## config.mk

```make
export PLATFORM = sky130hd
export DESIGN_NAME = pba_ctrl
export DESIGN_NICKNAME = d
export VERILOG_FILES = /design/src/rtl/core/pba_pkg.sv /design/src/rtl/core/pba_ctrl.sv
export SDC_FILE = /design/constraint.sdc
export NUM_CORES = 1
export LEC_CHECK = 0
export BUFFER_PORTS_ARGS = -buffer_cell sky130_fd_sc_hd__buf_4
export CORE_MARGIN = 3
export CORE_UTILIZATION = 47
export CTS_CLUSTER_DIAMETER = 30
export CTS_CLUSTER_SIZE = 12
export DETAILED_ROUTE_END_ITERATION = 10
export HOLD_SLACK_MARGIN = 0.03
export PLACE_DENSITY = 0.87
export SLEW_MARGIN = 20
export SYNTH_ARGS = -nofsm -noshare
export SYNTH_HDL_FRONTEND = slang
export SYNTH_SLANG_ARGS = --single-unit
```

## constraint.sdc

```tcl
create_clock -name clk -period 1.8 [get_ports clk]
set_clock_uncertainty 0.05 [all_clocks]
set_input_delay 0 -clock clk [delete_from_list [all_inputs] [get_ports clk]]
set_output_delay 0 -clock clk [all_outputs]
set_load 0.02 [all_outputs]
```

## src/rtl/core/pba_pkg.sv

```systemverilog
`timescale 1ns / 1ps
`default_nettype none
// ----------------------------------------------------------------------------
// pba_pkg
// Shared types and constants of the page bitmap allocator: operation and
// status codes, transfer payloads, controller states and the command and
// status groups between controller and datapath.
// ----------------------------------------------------------------------------
package pba_pkg;

  // bits per used-map word and bits of the page offset inside a word
  localparam int WORD_BITS  = 32;
  localparam int WORD_IDX_W = 5;

  // memory size register value after reset
  localparam logic [31:0] MEM_BYTES_RESET = 32'd134217728;

  typedef enum logic [1:0] {
    FUNC_INIT  = 2'd0,
    FUNC_ALLOC = 2'd1,
    FUNC_FREE  = 2'd2,
    FUNC_NOP   = 2'd3
  } func_t;

  typedef enum logic [1:0] {
    STAT_OK     = 2'd0,
    STAT_NOMEM  = 2'd1,
    STAT_REJECT = 2'd2
  } status_t;

  typedef struct packed {
    func_t       func;
    logic [31:0] page_address;
  } in_item_t;

  typedef struct packed {
    status_t     status;
    logic [31:0] alloc_address;
    logic [15:0] free_count;
    logic [15:0] total_count;
  } out_item_t;

  typedef enum logic [3:0] {
    ST_IDLE,
    ST_DECODE,
    ST_INIT_START,
    ST_INIT_DIV,
    ST_SWEEP,
    ST_FREE_START,
    ST_FREE_DIV,
    ST_FREE_WAIT,
    ST_FREE_CHK,
    ST_ALLOC_WAIT,
    ST_ALLOC_CHK,
    ST_RESP
  } state_t;

  // controller to datapath
  typedef struct packed {
    logic    accept;
    logic    div_start;
    logic    div_use_addr;
    logic    init_load;
    logic    sweep_wr;
    logic    ptr_hint;
    logic    ptr_free;
    logic    ptr_next;
    logic    free_commit;
    logic    alloc_commit;
    logic    res_set;
    status_t res_status;
    logic    out_load;
  } cmd_t;

  // datapath to controller
  typedef struct packed {
    func_t func;
    logic  div_done;
    logic  sweep_last;
    logic  free_in_range;
    logic  page_used;
    logic  cand_any;
    logic  scan_last;
    logic  out_free;
  } sts_t;

endpackage
`default_nettype wire

```

## src/rtl/core/pba_ctrl.sv

```systemverilog
`timescale 1ns / 1ps
`default_nettype none
// ----------------------------------------------------------------------------
// pba_ctrl
// Allocator controller: sequences init (divide, map sweep), allocate (word
// scan from the hint), free (divide, read, clear) and the result handoff.
// ----------------------------------------------------------------------------
module pba_ctrl (
  input  wire logic          clk,
  input  wire logic          rst_n,
  input  wire logic          in_valid,
  output logic               in_ready,
  output pba_pkg::cmd_t      cmd,
  input  wire pba_pkg::sts_t sts
);
  import pba_pkg::*;

  state_t state_r, state_nxt;
  logic   reply_r, reply_nxt;

  // next state
  always_comb begin
    state_nxt = state_r;
    reply_nxt = reply_r;
    unique case (state_r)
      ST_IDLE: begin
        if (in_valid) begin
          state_nxt = ST_DECODE;
        end
      end
      ST_DECODE: begin
        unique case (sts.func)
          FUNC_INIT: begin
            state_nxt = ST_INIT_START;
            reply_nxt = 1'b1;
          end
          FUNC_ALLOC: state_nxt = ST_ALLOC_WAIT;
          FUNC_FREE:  state_nxt = ST_FREE_START;
          FUNC_NOP:   state_nxt = ST_RESP;
        endcase
      end
      ST_INIT_START: state_nxt = ST_INIT_DIV;
      ST_INIT_DIV: begin
        if (sts.div_done) begin
          state_nxt = ST_SWEEP;
        end
      end
      ST_SWEEP: begin
        if (sts.sweep_last) begin
          state_nxt = reply_r ? ST_RESP : ST_IDLE;
        end
      end
      ST_FREE_START: state_nxt = ST_FREE_DIV;
      ST_FREE_DIV: begin
        if (sts.div_done) begin
          state_nxt = sts.free_in_range ? ST_FREE_WAIT : ST_RESP;
        end
      end
      ST_FREE_WAIT: state_nxt = ST_FREE_CHK;
      ST_FREE_CHK:  state_nxt = ST_RESP;
      ST_ALLOC_WAIT: state_nxt = ST_ALLOC_CHK;
      ST_ALLOC_CHK: begin
        if (sts.cand_any || sts.scan_last) begin
          state_nxt = ST_RESP;
        end else begin
          state_nxt = ST_ALLOC_WAIT;
        end
      end
      ST_RESP: begin
        if (sts.out_free) begin
          state_nxt = ST_IDLE;
        end
      end
      default: state_nxt = ST_IDLE;
    endcase
  end

  // datapath commands
  always_comb begin
    cmd            = '0;
    cmd.res_status = STAT_OK;
    in_ready       = 1'b0;
    unique case (state_r)
      ST_IDLE: begin
        in_ready   = 1'b1;
        cmd.accept = in_valid;
      end
      ST_DECODE: begin
        unique case (sts.func)
          FUNC_ALLOC: cmd.ptr_hint = 1'b1;
          FUNC_NOP: begin
            cmd.res_set    = 1'b1;
            cmd.res_status = STAT_OK;
          end
          FUNC_INIT, FUNC_FREE: ;
        endcase
      end
      ST_INIT_START: cmd.div_start = 1'b1;
      ST_INIT_DIV:   cmd.init_load = sts.div_done;
      ST_SWEEP: begin
        cmd.sweep_wr   = 1'b1;
        cmd.res_set    = sts.sweep_last && reply_r;
        cmd.res_status = STAT_OK;
      end
      ST_FREE_START: begin
        cmd.div_start    = 1'b1;
        cmd.div_use_addr = 1'b1;
      end
      ST_FREE_DIV: begin
        if (sts.div_done) begin
          cmd.ptr_free   = sts.free_in_range;
          cmd.res_set    = !sts.free_in_range;
          cmd.res_status = STAT_REJECT;
        end
      end
      ST_FREE_WAIT: ;
      ST_FREE_CHK: begin
        cmd.free_commit = sts.page_used;
        cmd.res_set     = 1'b1;
        cmd.res_status  = sts.page_used ? STAT_OK : STAT_REJECT;
      end
      ST_ALLOC_WAIT: ;
      ST_ALLOC_CHK: begin
        if (sts.cand_any) begin
          cmd.alloc_commit = 1'b1;
          cmd.res_set      = 1'b1;
          cmd.res_status   = STAT_OK;
        end else if (sts.scan_last) begin
          cmd.res_set    = 1'b1;
          cmd.res_status = STAT_NOMEM;
        end else begin
          cmd.ptr_next = 1'b1;
        end
      end
      ST_RESP: cmd.out_load = sts.out_free;
      default: ;
    endcase
  end

  // state register, reset starts the map build without a result
  always_ff @(posedge clk) begin
    if (!rst_n) begin
      state_r <= ST_INIT_START;
      reply_r <= 1'b0;
    end else begin
      state_r <= state_nxt;
      reply_r <= reply_nxt;
    end
  end

endmodule
`default_nettype wire

```

# Word level (Yosys, flattened, before mapping)
# Cells that the tools add are included.
# classes
add_sub_neg,0
multipliers,0
div,0
order_cmp,0
n_eq_ne,19
shift,0
n_mux,33
bitwise_logic,0
reduce_logical,8
# op_table
cell,n
4-bit case mux with 12 select lines,1
4-bit two-way mux,7
1-bit two-way mux,17
"4-bit by 3-bit == test with 1-bit output, second input constant",4
"4-bit == test, second input constant",4
4-bit case mux with 4 select lines,1
3-bit case mux with 5 select lines,1
3-bit two-way mux,4
"2-bit != test, second input constant",5
"4-bit by 2-bit == test with 1-bit output, second input constant",2
5-bit AND reduction,1
"2-bit == test, second input constant",2
"4-bit by 1-bit == test with 1-bit output, second input constant",1
4-bit zero test,1
2-bit two-way mux,2
"2-bit by 1-bit == test with 1-bit output, second input constant",1
2-bit zero test,1
2-bit AND reduction,1
2-bit OR reduction,1
1-bit logical AND,1
1-bit zero test,1
1-bit logical OR,1
# totals
regBits,5
latch_bits,0
ramBits,0
mem_bits_ro,0
in_bits,12
output_inout_bits,15
elab_cells,62
memories,0

# Logic depth before layout (Yosys ltp)
# depth
depth_word,3
depth_mapped,7

# Least setup slack after synthesis
# OpenSTA, ideal clock, no wires.
# synth_path
kind,flip-flop to flip-flop
from,register state_r[3]
to,register state_r[2]
setup_ns,0.124
arrival_ns,1.634
slack_ns,-0.008
stages_incl_launch_ff,6
path_cell_list,dfxtp_1 > buf_6 > nor4_1 > a211o_1 > a311oi_1 > a2bb2oi_1
# synth_between
elab_chain_len,3
elab_cells_between_ends,19
classes_between,eq/ne: 16; mux: 1; reduce/logical: 2
# synth_lines
element,line_no,text
start: declaration,pba_ctrl.sv:18,"state_t state_r, state_nxt;"
start signal: assignment,pba_ctrl.sv:146,state_r <= state_nxt;
4-bit by 2-bit == test with 1-bit output (tied with other cells),pba_ctrl.sv:25,unique case (state_r)
2-bit != test (no line),--,
5-bit AND reduction (no line),--,
# Parallel ways exist; a longest one is shown, timed or not.
# A chain may end at the register's enable or synchronous reset.

==> results.py <==
metrics = {
    "clocking": {
        "clock_latency_ns": 0.24,
        "clockBufferDepth": 2,
        "numCtsBuffers": 3,
        "cts_tree": "yes",
        "cts_setup_buffers": 0,
        "root_buffer": "clkbuf_4",
        "htreeDepth": 1,
        "clk_pin_slew_ns": 0.05,
        "clkSinkCount": 5,
    },
    "setup_path": {
        "worstPathRequired_ns": 1.75,
        "start_kind": "register",
        "cp_max_fo": 12,
        "cp-end-kind": "output pin",
        "critPathKind": "reg2out",
        "cp.arrival_ns": 1.65,
    },
    "placed_design": {
        "postPlaceCellArea_um2": 903,
        "place_hpwl_mm": 1.55,
        "portBuffers": 26,
        "routabilityCongestion": 0.859,
        "place_inst": 141,
    },
    "route": {
        "drt_iter0_drc": 44,
        "drt-total-wl_mm": 2.01,
        "drc": 0,
        "wl_per_cell_um": 13.7,
        "drt-pass1-iter-count": 4,
        "via_count": 865,
        "via_per_inst": 5.88,
        "final_antenna_net_count": 0,
    },
    "synthesis": {
        "synth-seq-area-share_pct": 14.4,
        "synth_area_leader_cell": "dfxtp_1",
        "ys_async_sr_fraction_pct": 0,
        "syn_area_per_cell_um2": 6.80,
        "syn_inst": 102,
        "yosysTopAreaCellShare_pct": 14.4,
        "synth_edf_count": 0,
        "yosys_warnings": 0,
        "yosys_register_bits": 5,
        "yosysMostFrequentCell": "nor2_1",
        "synth_nets": 119,
        "synthTopCellsByArea": "dfxtp_1 (14%), ha_1 (9.0%), nor2_1 (6.5%)",
        "ys.flop_type": "dfxtp_1",
        "syn_area_um2": 693,
        "synthTopCellsByCount": "nor2_1 (12), nand2_1 (10), a21oi_1 (8), inv_1 (8)",
        "ys_types": 39,
    },
    "cells_and_area": {
        "layout.cells.non_filler": 147,
        "utilization_pct": 71.3,
        "final_layout_size_suffix_gt1_share_pct": 33.3,
        "area_growth_pct": 38.8,
        "insertedDiodeCount": 0,
        "finalNetCount": 150,
        "fillers": 126,
        "final_area_um2": 962,
    },
    "global_route": {
        "gr-usage-met1_pct": 28.8,
        "grt.met3_usage_pct": 6.10,
        "overflow": 0,
        "grt_pass1_vias": 758,
        "grt_most_used_layer": "met2",
        "grt_first_pass_wirelength_mm": 3.28,
        "grt_max_degree": 17,
        "grt_util_met2_pct": 38.4,
        "track_usage_pct": 22.1,
        "antenna_found_initial": 0,
    },
    "timing": {
        "hold_slack_ns": 0.137,
        "final.setup.tns_ns": 0,
        "worstMarginPinSlew_ns": 0.328,
        "rsz0062_at_grt": "yes",
        "layout_min_cycle_time_ns": 1.70,
        "setup_viol": 0,
        "slew_viol_final": 0,
        "hold_viol": 0,
        "post-route-period-util_pct": 94.6,
        "slew_headroom_pct": 77.9,
        "fmax_mhz": 587,
    },
    "die": {
        "die_area_um2": 1970,
        "floorplan.die.height_um": 44.4,
        "num_rows": 13,
        "initial_core_util_pct": 51.3,
        "fp.coreArea_um2": 1350,
        "die_w_um": 44.4,
        "io_pins": 27,
    },
    "job": {
        "drv_cap": 0,
    },
    "power_and_ir_drop": {
        "peakVddDrop_mv": 0.723,
        "p_per_area_nw_per_um2": 1360,
        "leakage_nw": 0.468,
    },
    "outcome": {
        "status": "completed",
    },
    "min_path": {
        "min_path_type": "in2reg",
    },
}
state kept, by name, indices dropped and copies added, names as in the netlist:
| signal | count |
|---|---|
| reply_r | 1 |
| state_r | 4 |
cells in the final DEF, fill, tap and decap left out, types with 4 or more instances in the layout:
| cell | count |
|---|---|
| buf_4 | 30 |
| dfxtp_2 | 4 |
| and3_1 | 5 |
| a21oi_1 | 8 |
| nand2_1 | 10 |
| inv_1 | 8 |
| ha_1 | 5 |
| nor2_1 | 12 |
per-layer routing:
metal / wire (um) / share of wire [%]
met5: 0 / 0
met4: 0 / 0
met3: 145 / 7.2
met2: 1010 / 50
met1: 848 / 42
cell type report:
| class | instances | area, um^2 | share of cell area (%) |
|---|---|---|---|
| Clock buffer | 4 | 26.3 | 2.73 |
| Sequential cell | 5 | 105 | 10.9 |
| Inverter | 8 | 30.0 | 3.12 |
| Timing Repair Buffer | 32 | 245 | 25.5 |
| Multi-Input combinational cell | 83 | 537 | 55.8 |
| Tap cell | 15 | 18.8 | 1.95 |
through the flow:
step / setup WS (ns) / power, mW
floorplan: 0.0496 / 0.881
global placement: 0.220 / 1.11
detailed placement: 0.129 / 1.13
CTS: 0.0237 / 1.28
global route: -0.0188 / 1.43
finish: 0.0966 / 1.31
repair_timing:
action | in CTS | in global routing
endpoints found under the setup margin | 4 | 5
gates resized for setup | 3 | 4
hold buffers | 2 | 0
endpoints found under the hold margin | 3 | 0
power breakdown:
| part | leakage [nW] | total (mW) | switching, mW | internal (mW) |
|---|---|---|---|---|
| Sequential | 0.0419 | 0.284 | 0.125 | 0.159 |
| Combinational | 0.412 | 0.898 | 0.486 | 0.412 |
| Clock | 0.0150 | 0.130 | 0.0459 | 0.0838 |
| Total | 0.468 | 1.31 | 0.656 | 0.656 |
worst paths after layout:
path | start | slack (ns) | to | cells past startpoint
setup reg to reg | state_r[2] | 0.22 | state_r[2] | 5
hold reg to reg | state_r[1] | 0.54 | state_r[0] | 2
hold / removal | sts[5] | 0.14 | state_r[2] | 5
setup / recovery | state_r[2] | 0.1 | cmd[3] | 5
critical path, cell delays in order, from the launching register on:
cell      delay (ns)
dfxtp_2         0.46
or3b_4          0.44
nor2_1          0.14
nand3_1         0.09
o311ai_1        0.09
buf_4           0.19
cells by family after synthesis:
logic type / Yosys count / share of synthesized area [%]
simple gates: 48 / 35.6
compound gates: 29 / 29.2
buf+inv: 14 / 10.1
fa+ha+maj: 5 / 9.03
flops: 5 / 14.4
mux: 1 / 1.62
(Power assumes the default switching activity.)
